**config.mk**
```make
export PLATFORM = sky130hd
export DESIGN_NAME = work_deque_with_recent_slot_top
export DESIGN_NICKNAME = d
export VERILOG_FILES = /design/src/hw/rtl/wdq_pkg.sv /design/src/hw/rtl/wdq_ram.sv /design/src/hw/rtl/work_deque_with_recent_slot_top.sv
export VERILOG_INCLUDE_DIRS = /design/src /design/src/hw/rtl
export SDC_FILE = /design/constraint.sdc
export NUM_CORES = 2
export LEC_CHECK = 0
export ABC_AREA = 0
export BUFFER_PORTS_ARGS = -buffer_cell sky130_fd_sc_hd__buf_2
export CAP_MARGIN = 20
export CORE_MARGIN = 2
export CORE_UTILIZATION = 50
export DETAILED_ROUTE_END_ITERATION = 10
export PLACE_DENSITY_LB_ADDON = 0.3
export SETUP_SLACK_MARGIN = 0.15
export SYNTH_ARGS = -nofsm -noshare
export SYNTH_HDL_FRONTEND = slang
export SYNTH_HIERARCHICAL = 1
export SYNTH_SLANG_ARGS = --single-unit
export TNS_END_PERCENT = 5
```
**constraint.sdc**
```tcl
create_clock -name aclk -period 19.6 [get_ports aclk]
set_input_delay 3.92 -clock aclk [delete_from_list [all_inputs] [get_ports aclk]]
set_output_delay 3.92 -clock aclk [all_outputs]
set_load 0.03 [all_outputs]
```
**src/hw/rtl/work_deque_with_recent_slot_top_assert.svh**
```systemverilog
// Assertion macros shared by the work deque RTL.
// Define NO_ASSERTIONS to compile every check away; no other dependencies.
`ifndef WORK_DEQUE_WITH_RECENT_SLOT_TOP_ASSERT_SVH
`define WORK_DEQUE_WITH_RECENT_SLOT_TOP_ASSERT_SVH
`ifndef NO_ASSERTIONS
// Condition must hold at every clock edge out of reset
`define WDQ_ASSERT_ALWAYS(label, clk, rstn, cond) \
    label: assert property (@(posedge clk) disable iff (!rstn) (cond)) \
        else $error("wdq assertion failed");
// Consequent must hold in the same cycle as the antecedent
`define WDQ_ASSERT_IMPLIES(label, clk, rstn, ante, cons) \
    label: assert property (@(posedge clk) disable iff (!rstn) (ante) |-> (cons)) \
        else $error("wdq assertion failed");
// Consequent must hold in the cycle after the antecedent
`define WDQ_ASSERT_NEXT(label, clk, rstn, ante, cons) \
    label: assert property (@(posedge clk) disable iff (!rstn) (ante) |=> (cons)) \
        else $error("wdq assertion failed");
`else
`define WDQ_ASSERT_ALWAYS(label, clk, rstn, cond)
`define WDQ_ASSERT_IMPLIES(label, clk, rstn, ante, cons)
`define WDQ_ASSERT_NEXT(label, clk, rstn, ante, cons)
`endif
`endif

```
**src/hw/rtl/wdq_pkg.sv**
```systemverilog
// Package for the work deque: operation codes, field widths and defaults.
// No dependencies.
`timescale 1ns / 1ps

package wdq_pkg;

    // operation codes carried on s_tuser
    localparam logic [1:0] OP_ADD       = 2'd0;
    localparam logic [1:0] OP_POP_FRONT = 2'd1;
    localparam logic [1:0] OP_POP_BACK  = 2'd2;

    localparam int OP_W     = 2;
    localparam int HANDLE_W = 32;
    localparam int TIME_W   = 48;

    // transaction payload widths, padded to whole bytes
    localparam int S_TDATA_W = 80;
    localparam int M_TDATA_W = 88;
    localparam int M_PAD_W   = M_TDATA_W - (4 + HANDLE_W + TIME_W);

    localparam int QUEUE_DEPTH_DEF = 16;

endpackage

```
**src/hw/rtl/wdq_ram.sv**
```systemverilog
// Generic simple dual-port RAM: one write port, one read port, registered read.
// No dependencies.
`timescale 1ns / 1ps

module wdq_ram #(
    parameter int WIDTH = 32,
    parameter int DEPTH = 16
) (
    input  logic                     aclk,
    input  logic                     wr_en,
    input  logic [$clog2(DEPTH)-1:0] wr_addr,
    input  logic [WIDTH-1:0]         wr_data,
    input  logic                     rd_en,
    input  logic [$clog2(DEPTH)-1:0] rd_addr,
    output logic [WIDTH-1:0]         rd_data
);

    logic [WIDTH-1:0] mem [DEPTH];
    logic [WIDTH-1:0] rd_data_reg;

    // write, and read old contents on an address collision
    always_ff @(posedge aclk) begin
        if (wr_en) begin
            mem[wr_addr] <= wr_data;
        end
        if (rd_en) begin
            rd_data_reg <= mem[rd_addr];
        end
    end

    assign rd_data = rd_data_reg;

endmodule

```
**src/hw/rtl/work_deque_with_recent_slot_top.sv**
```systemverilog
// Work deque top level: recent slot in front of a ring deque held in two RAMs.
// Depends on wdq_pkg, wdq_ram and work_deque_with_recent_slot_top_assert.svh.
//
// A task queue: add places a task in a one-entry recent slot, pushing any task
// already there onto the back of a QUEUE_DEPTH-entry ring deque (refused when
// the deque is full). Pop front takes the deque front, else the slot; pop back
// takes the slot, else the deque back. Every transaction returns one result
// with emptiness and the oldest enqueue time. One transaction is accepted per
// cycle while s_tready is high; each result passes the RAM read stage, then the
// result register. The slot, head and count update at the accepting edge,
// where the RAM reads for the popped handle and the new oldest time are
// launched. No clearing pass is needed after reset.
`timescale 1ns / 1ps
`include "work_deque_with_recent_slot_top_assert.svh"

module work_deque_with_recent_slot_top #(
    parameter int QUEUE_DEPTH = wdq_pkg::QUEUE_DEPTH_DEF
) (
    input  logic                          aclk,
    input  logic                          aresetn,
    // input channel
    input  logic                          s_tvalid,
    output logic                          s_tready,
    // [31:0] task_handle, [79:32] enqueue_time
    input  logic [wdq_pkg::S_TDATA_W-1:0] s_tdata,
    // [1:0] op
    input  logic [wdq_pkg::OP_W-1:0]      s_tuser,
    // result channel
    output logic                          m_tvalid,
    input  logic                          m_tready,
    // [0] popped_valid, [32:1] popped_handle, [33] add_refused,
    // [34] queue_empty, [35] oldest_valid, [83:36] oldest_time, [87:84] zero
    output logic [wdq_pkg::M_TDATA_W-1:0] m_tdata
);

    localparam int IDX_W = $clog2(QUEUE_DEPTH);
    localparam int CNT_W = $clog2(QUEUE_DEPTH + 1);
    localparam int SUM_W = IDX_W + 1;
    localparam int HW    = wdq_pkg::HANDLE_W;
    localparam int TW    = wdq_pkg::TIME_W;

    // ring position of base plus offset, offset below the depth
    function automatic logic [IDX_W-1:0] ring_pos(input logic [IDX_W-1:0] base,
                                                  input logic [SUM_W-1:0] offs);
        logic [SUM_W-1:0] sum;
        sum = {1'b0, base} + offs;
        if (sum >= SUM_W'(QUEUE_DEPTH)) begin
            sum = sum - SUM_W'(QUEUE_DEPTH);
        end
        return sum[IDX_W-1:0];
    endfunction

    // queue state
    logic [IDX_W-1:0] head_reg, head_next;
    logic [CNT_W-1:0] count_reg, count_next;
    logic             slot_valid_reg, slot_valid_next;
    logic [HW-1:0]    slot_handle_reg, slot_handle_next;
    logic [TW-1:0]    slot_time_reg, slot_time_next;

    // read stage
    logic             p1_valid_reg;
    logic             p1_popped_reg;
    logic             p1_pop_ram_reg;
    logic [HW-1:0]    p1_handle_reg;
    logic             p1_refused_reg;
    logic             p1_have_reg;
    logic             p1_oldest_ram_reg;
    logic [TW-1:0]    p1_time_reg;

    // result stage
    logic                          out_valid_reg;
    logic [wdq_pkg::M_TDATA_W-1:0] out_data_reg;

    logic [wdq_pkg::OP_W-1:0] in_op;
    logic [HW-1:0]            in_handle;
    logic [TW-1:0]            in_time;
    logic                     s_accept;
    logic                     p1_advance;

    logic             full;
    logic [IDX_W-1:0] wr_pos, back_pos, head_plus1;
    logic             popped, pop_ram, refused, ram_we;
    logic [IDX_W-1:0] hnd_raddr;
    logic             have_oldest, bypass;
    logic [HW-1:0]    hnd_rdata;
    logic [TW-1:0]    time_rdata;
    logic [HW-1:0]    out_handle;
    logic [TW-1:0]    out_time;

    assign in_op     = s_tuser;
    assign in_handle = s_tdata[HW-1:0];
    assign in_time   = s_tdata[HW+TW-1:HW];

    assign p1_advance = p1_valid_reg && (!out_valid_reg || m_tready);
    assign s_tready   = !p1_valid_reg || !out_valid_reg || m_tready;
    assign s_accept   = s_tvalid && s_tready;

    assign full       = (count_reg == CNT_W'(QUEUE_DEPTH));
    assign wr_pos     = ring_pos(head_reg, SUM_W'(count_reg));
    assign back_pos   = ring_pos(head_reg, SUM_W'(count_reg - CNT_W'(1)));
    assign head_plus1 = ring_pos(head_reg, SUM_W'(1));

    // next queue state for the presented operation
    always_comb begin
        head_next        = head_reg;
        count_next       = count_reg;
        slot_valid_next  = slot_valid_reg;
        slot_handle_next = slot_handle_reg;
        slot_time_next   = slot_time_reg;
        popped           = 1'b0;
        pop_ram          = 1'b0;
        refused          = 1'b0;
        ram_we           = 1'b0;
        hnd_raddr        = head_reg;
        case (in_op)
            wdq_pkg::OP_ADD: begin
                if (slot_valid_reg && full) begin
                    refused = 1'b1;
                end else begin
                    if (slot_valid_reg) begin
                        ram_we     = 1'b1;
                        count_next = count_reg + CNT_W'(1);
                    end
                    slot_valid_next  = 1'b1;
                    slot_handle_next = in_handle;
                    slot_time_next   = in_time;
                end
            end
            wdq_pkg::OP_POP_FRONT: begin
                if (count_reg != '0) begin
                    popped     = 1'b1;
                    pop_ram    = 1'b1;
                    hnd_raddr  = head_reg;
                    count_next = count_reg - CNT_W'(1);
                    head_next  = (count_reg == CNT_W'(1)) ? '0 : head_plus1;
                end else if (slot_valid_reg) begin
                    popped          = 1'b1;
                    slot_valid_next = 1'b0;
                end
            end
            wdq_pkg::OP_POP_BACK: begin
                if (slot_valid_reg) begin
                    popped          = 1'b1;
                    slot_valid_next = 1'b0;
                end else if (count_reg != '0) begin
                    popped     = 1'b1;
                    pop_ram    = 1'b1;
                    hnd_raddr  = back_pos;
                    count_next = count_reg - CNT_W'(1);
                    head_next  = (count_reg == CNT_W'(1)) ? '0 : head_reg;
                end
            end
            default: begin
            end
        endcase
    end

    // oldest entry after the step; forward the time being written this edge
    assign have_oldest = (count_next != '0) || slot_valid_next;
    assign bypass      = ram_we && (head_next == wr_pos);

    // queue control state
    always_ff @(posedge aclk) begin
        if (!aresetn) begin
            head_reg       <= '0;
            count_reg      <= '0;
            slot_valid_reg <= 1'b0;
        end else if (s_accept) begin
            head_reg       <= head_next;
            count_reg      <= count_next;
            slot_valid_reg <= slot_valid_next;
        end
    end

    // slot payload
    always_ff @(posedge aclk) begin
        if (s_accept) begin
            slot_handle_reg <= slot_handle_next;
            slot_time_reg   <= slot_time_next;
        end
    end

    wdq_ram #(
        .WIDTH (HW),
        .DEPTH (QUEUE_DEPTH)
    ) u_handle_ram (
        .aclk    (aclk),
        .wr_en   (s_accept && ram_we),
        .wr_addr (wr_pos),
        .wr_data (slot_handle_reg),
        .rd_en   (s_accept && pop_ram),
        .rd_addr (hnd_raddr),
        .rd_data (hnd_rdata)
    );

    wdq_ram #(
        .WIDTH (TW),
        .DEPTH (QUEUE_DEPTH)
    ) u_time_ram (
        .aclk    (aclk),
        .wr_en   (s_accept && ram_we),
        .wr_addr (wr_pos),
        .wr_data (slot_time_reg),
        .rd_en   (s_accept),
        .rd_addr (head_next),
        .rd_data (time_rdata)
    );

    // read stage valid
    always_ff @(posedge aclk) begin
        if (!aresetn) begin
            p1_valid_reg <= 1'b0;
        end else if (s_accept) begin
            p1_valid_reg <= 1'b1;
        end else if (p1_advance) begin
            p1_valid_reg <= 1'b0;
        end
    end

    // read stage side information
    always_ff @(posedge aclk) begin
        if (s_accept) begin
            p1_popped_reg     <= popped;
            p1_pop_ram_reg    <= pop_ram;
            p1_handle_reg     <= slot_handle_reg;
            p1_refused_reg    <= refused;
            p1_have_reg       <= have_oldest;
            p1_oldest_ram_reg <= (count_next != '0) && !bypass;
            p1_time_reg       <= bypass ? slot_time_reg : slot_time_next;
        end
    end

    // select result fields
    always_comb begin
        out_handle = '0;
        out_time   = '0;
        if (p1_popped_reg) begin
            out_handle = p1_pop_ram_reg ? hnd_rdata : p1_handle_reg;
        end
        if (p1_have_reg) begin
            out_time = p1_oldest_ram_reg ? time_rdata : p1_time_reg;
        end
    end

    // result register
    always_ff @(posedge aclk) begin
        if (!aresetn) begin
            out_valid_reg <= 1'b0;
        end else if (p1_advance) begin
            out_valid_reg <= 1'b1;
        end else if (m_tready) begin
            out_valid_reg <= 1'b0;
        end
    end

    always_ff @(posedge aclk) begin
        if (p1_advance) begin
            out_data_reg <= {{wdq_pkg::M_PAD_W{1'b0}}, out_time, p1_have_reg,
                             !p1_have_reg, p1_refused_reg, out_handle, p1_popped_reg};
        end
    end

    assign m_tvalid = out_valid_reg;
    assign m_tdata  = out_data_reg;

    // checks
    `WDQ_ASSERT_ALWAYS(a_count_bound, aclk, aresetn, count_reg <= CNT_W'(QUEUE_DEPTH))
    `WDQ_ASSERT_IMPLIES(a_empty_head, aclk, aresetn, count_reg == '0, head_reg == '0)
    `WDQ_ASSERT_IMPLIES(a_ready_stall, aclk, aresetn, !s_tready, p1_valid_reg && out_valid_reg && !m_tready)
    `WDQ_ASSERT_IMPLIES(a_empty_flag, aclk, aresetn, out_valid_reg, out_data_reg[34] != out_data_reg[35])
    `WDQ_ASSERT_NEXT(a_refused_hold, aclk, aresetn, s_accept && refused, count_reg == $past(count_reg) && slot_valid_reg)

endmodule
```
==> metrics.md <==
| Metric | Value |
|---|---|
| Outcome | `finished clean` |
| IO Pins | `around 180` |
| Via density | `6.06` |
| First-pass GRT wire length | `just over 200000 µm` |
| Core Util, Final | `0.569` |
| Initial core utilization | `0.502` |
| Die Ht | `~360 µm` |
| Cell Area, Synth | `0.0619 mm²` |
| CP Capture Type | `output pin` |
| PortBufs | `171` |
| Die area | `about 0.13 mm²` |
| Synth async-reset ratio | `0` |
| Total clock sinks | `1621` |
| Int Pwr | `5.77 mW` |
| Hold Path Depth | `0` |
| Combinational share of power | `0.069` |
| RSZ-0062 raised after global routing | `no` |
| Area post-placement | `between 0.06 and 0.07 mm²` |
| TritonCTS clock tree | `yes` |
| WP data required | `~16 ns` |
| Cell area after layout | `0.0701 mm²` |
| Largest register FFs | `approximately 770` |
| Most flop-heavy register | `u_time_ram/mem` |
| Top FF cell, synth | `edfxtp_1` |
| Cells after Synth | `2815` |
| Lkg Pwr | `around 22 nW` |
| Die X | `356 µm` |
| Sw frac | `0.226` |
| Final setup violating endpoints | `0` |
| Final HPWL DP | `slightly below 70000 µm` |
| Mean Syn Cell Area | `22.0 µm²` |
| Clock network fraction of total power | `0.400` |
| Max Slew Vio Count | `0` |
| Max cap viols | `0` |
| Share of post-route cells with drive strength above 1 | `0.294` |
| Kind of critical path | `in2out` |
| Commonest cells after routing, fill and taps aside | `edfxtp_1 (1609), mux4_2 (320), buf_2 (171)` |
| Post-synth EDFFs | `between 1500 and 2000` |
| Min-delay src | `p1_refused_reg$_SDFFCE_PN0P_` |
| Post-CTS Repair Setup Buffers | `0` |
| Cell seen most often among critical-path stages | `buf_2` |
| Vias in the first global route | `30200` |
| H-tree depth | `4` |
| Grt ovf | `0` |
| # rows | `129` |
| CP max FO | `4` |
| Worst min-delay path category | `reg2reg` |
| Top achievable clock speed | `116 MHz` |
| Worst-case clock buffer depth | `3` |
| Worst-Margin Slew | `1.14 ns` |
| Total power | `between 7 and 8 mW` |
| Slowest CP cell | `nor2b_1` |
| Yosys warning count | `6` |
| Worst flop-to-flop path endpoint | `u_time_ram/rd_data[29]$_DFFE_PP_` |
| CTS Hold Bufs | `0` |
| Crit path buf inv count | `2` |
| PD cells | `106 mW/mm²` |
| Final Hold Viols | `0` |
| WP data arrival | `about 4.7 ns` |
| Worst hold endpoint | `m_tdata[33]$_DFFE_PP_` |
| Initial drt markers | `3109` |
| Peak supply drop | `94.7 µV` |
| Residual DRC | `0` |
| Reg power frac | `0.531` |
| Antenna-violating nets left | `0` |
| P_sw | `1.68 mW` |
| Largest net degree at the start of global routing | `129` |
| Synth-to-layout area growth | `13.3%` |
| FF-to-FF Start | `count_reg[0]$_SDFFE_PN0P_` |
| FF-to-FF setup slack | `14.19 ns` |
| Drt pass-1 iters | `6` |
| Worst stage delay on the critical path | `0.31 ns` |
| Period utilization | `0.440` |
| Worst-skew pair later-pin latency | `0.81 ns` |
| Setup crit start kind | `input port` |
| CP top delay family | `simple AND/OR/NAND/NOR gates` |
| Fin nets | `between 3000 and 4000` |
| Register-to-Register Path Depth | `10` |
| Fin crit period | `8.61 ns` |
| Post-synth cell types | `63` |
| Worst Skew | `0.0431 ns` |
| Wirelength per Cell | `around 29 µm` |
| CTS Buf Count | `161` |
| Initial antenna violation count | `9` |
| CTS clk-pin slew, worst paths | `about 0.060 ns` |
| Post-CTS Resized | `0` |
| Via count | `about 29000` |
| CORE AREA | `0.123 mm²` |
| Final setup TNS | `0 ns` |
| Seq cells post-synth | `1621` |
| Commonest non-fill, non-tap cell in the layout | `edfxtp_1` |
| Post-synthesis sequential area ratio | `0.785` |
| FILL cells | `8803` |
| Final WL | `140000 µm` |
| CP Cell Sequence | `buf_2, nor2b_1, nand2_1, buf_2` |
| Root Driver | `clkbuf_16` |
| Final Wtd Congestion | `0.768` |
| Global Route Usage Sum | `0.224` |
| Slew HR | `0.239` |
==> power by group through the flow <==
stage                     clock network, mW  registers [mW]  logic [mW]
final                                  2.98            3.96       0.518
after global routing                   3.17            3.96       0.556
after CTS                              3.04            3.96       0.523
after detailed placement                  0            4.03       0.522
after global placement                    0            4.02       0.512
after floorplan                           0            4.03       0.348
==> Yosys cell counts, types with 20 or more instances <==
cell | number | share of area
edfxtp_1 | 1609 | 0.78
mux4_2 | 320 | 0.12
mux2_2 | 77 | 0.014
buf_4 | 33 | 0.0040
a22oi_1 | 162 | 0.020
nor2_1 | 87 | 0.0053
mux2i_1 | 81 | 0.013
buf_1 | 38 | 0.0023
nand2_1 | 100 | 0.0061
nor2b_1 | 47 | 0.0048
clkbuf_1 | 61 | 0.0037
mux2_4 | 20 | 0.0049
==> stage by stage <==
step | hold slack, ns | cells | setup WS [ns]
after floorplan | 0.400 | 2818 | 9.02
after global placement | 0.428 | 4541 | 10.90
after detailed placement | 0.435 | 4542 | 10.71
after CTS | 0.449 | 4837 | 10.99
after global routing | 0.469 | 4838 | 10.92
final | 0.456 | 4841 | 10.99
==> kinds of logic after synthesis <==
family / Yosys count / synth area share
muxes: 499 / 0.149
xor gates and xnor gates: 14 / 0.00198
buffers and inverters: 163 / 0.0128
other: 1 / 0.0000606
DFF: 1621 / 0.785
AOI/OAI and AO/OA: 210 / 0.0256
adders and majority gates: 17 / 0.00368
and+or+nand+nor: 290 / 0.0220
==> layout make-up <==
| type | instances | area (µm²) | area share |
|---|---|---|---|
| Tap cell | 1637 | 2050 | 0.0292 |
| Antenna cell | 3 | 7.51 | 0.000107 |
| Inverter | 13 | 57.6 | 0.000822 |
| Timing Repair Buffer | 238 | 1410 | 0.0201 |
| Clock inverter | 104 | 1010 | 0.0144 |
| Clock buffer | 191 | 4140 | 0.0591 |
| Sequential cell | 1621 | 48600 | 0.693 |
| Multi-Input combinational cell | 1034 | 12800 | 0.183 |
==> worst max path at each step <==
stage	start	endpoint	slack, ns	cells after the start
global placement	s_tuser[1]	u_time_ram/rd_data[38]$_DFFE_PP_	10.90	11
global route	m_tready	s_tready	10.92	4
detailed placement	s_tuser[1]	u_time_ram/rd_data[27]$_DFFE_PP_	10.71	11
floorplan	m_tready	u_handle_ram/rd_data[0]$_DFFE_PP_	9.02	6
CTS	m_tready	s_tready	10.99	4
finish	m_tready	s_tready	10.99	4
==> per-layer routing <==
layer / GRT usage / part of all wire / vias up
met4: 0.0591 / 0.021 / 4
met1: 0.301 / 0.39 / 15600
met3: 0.0434 / 0.080 / 209
met5: 0 / 0.00019 / -
met2: 0.380 / 0.51 / 1261
li1: - / - / 12200
Power figures use the tool's default switching activity.
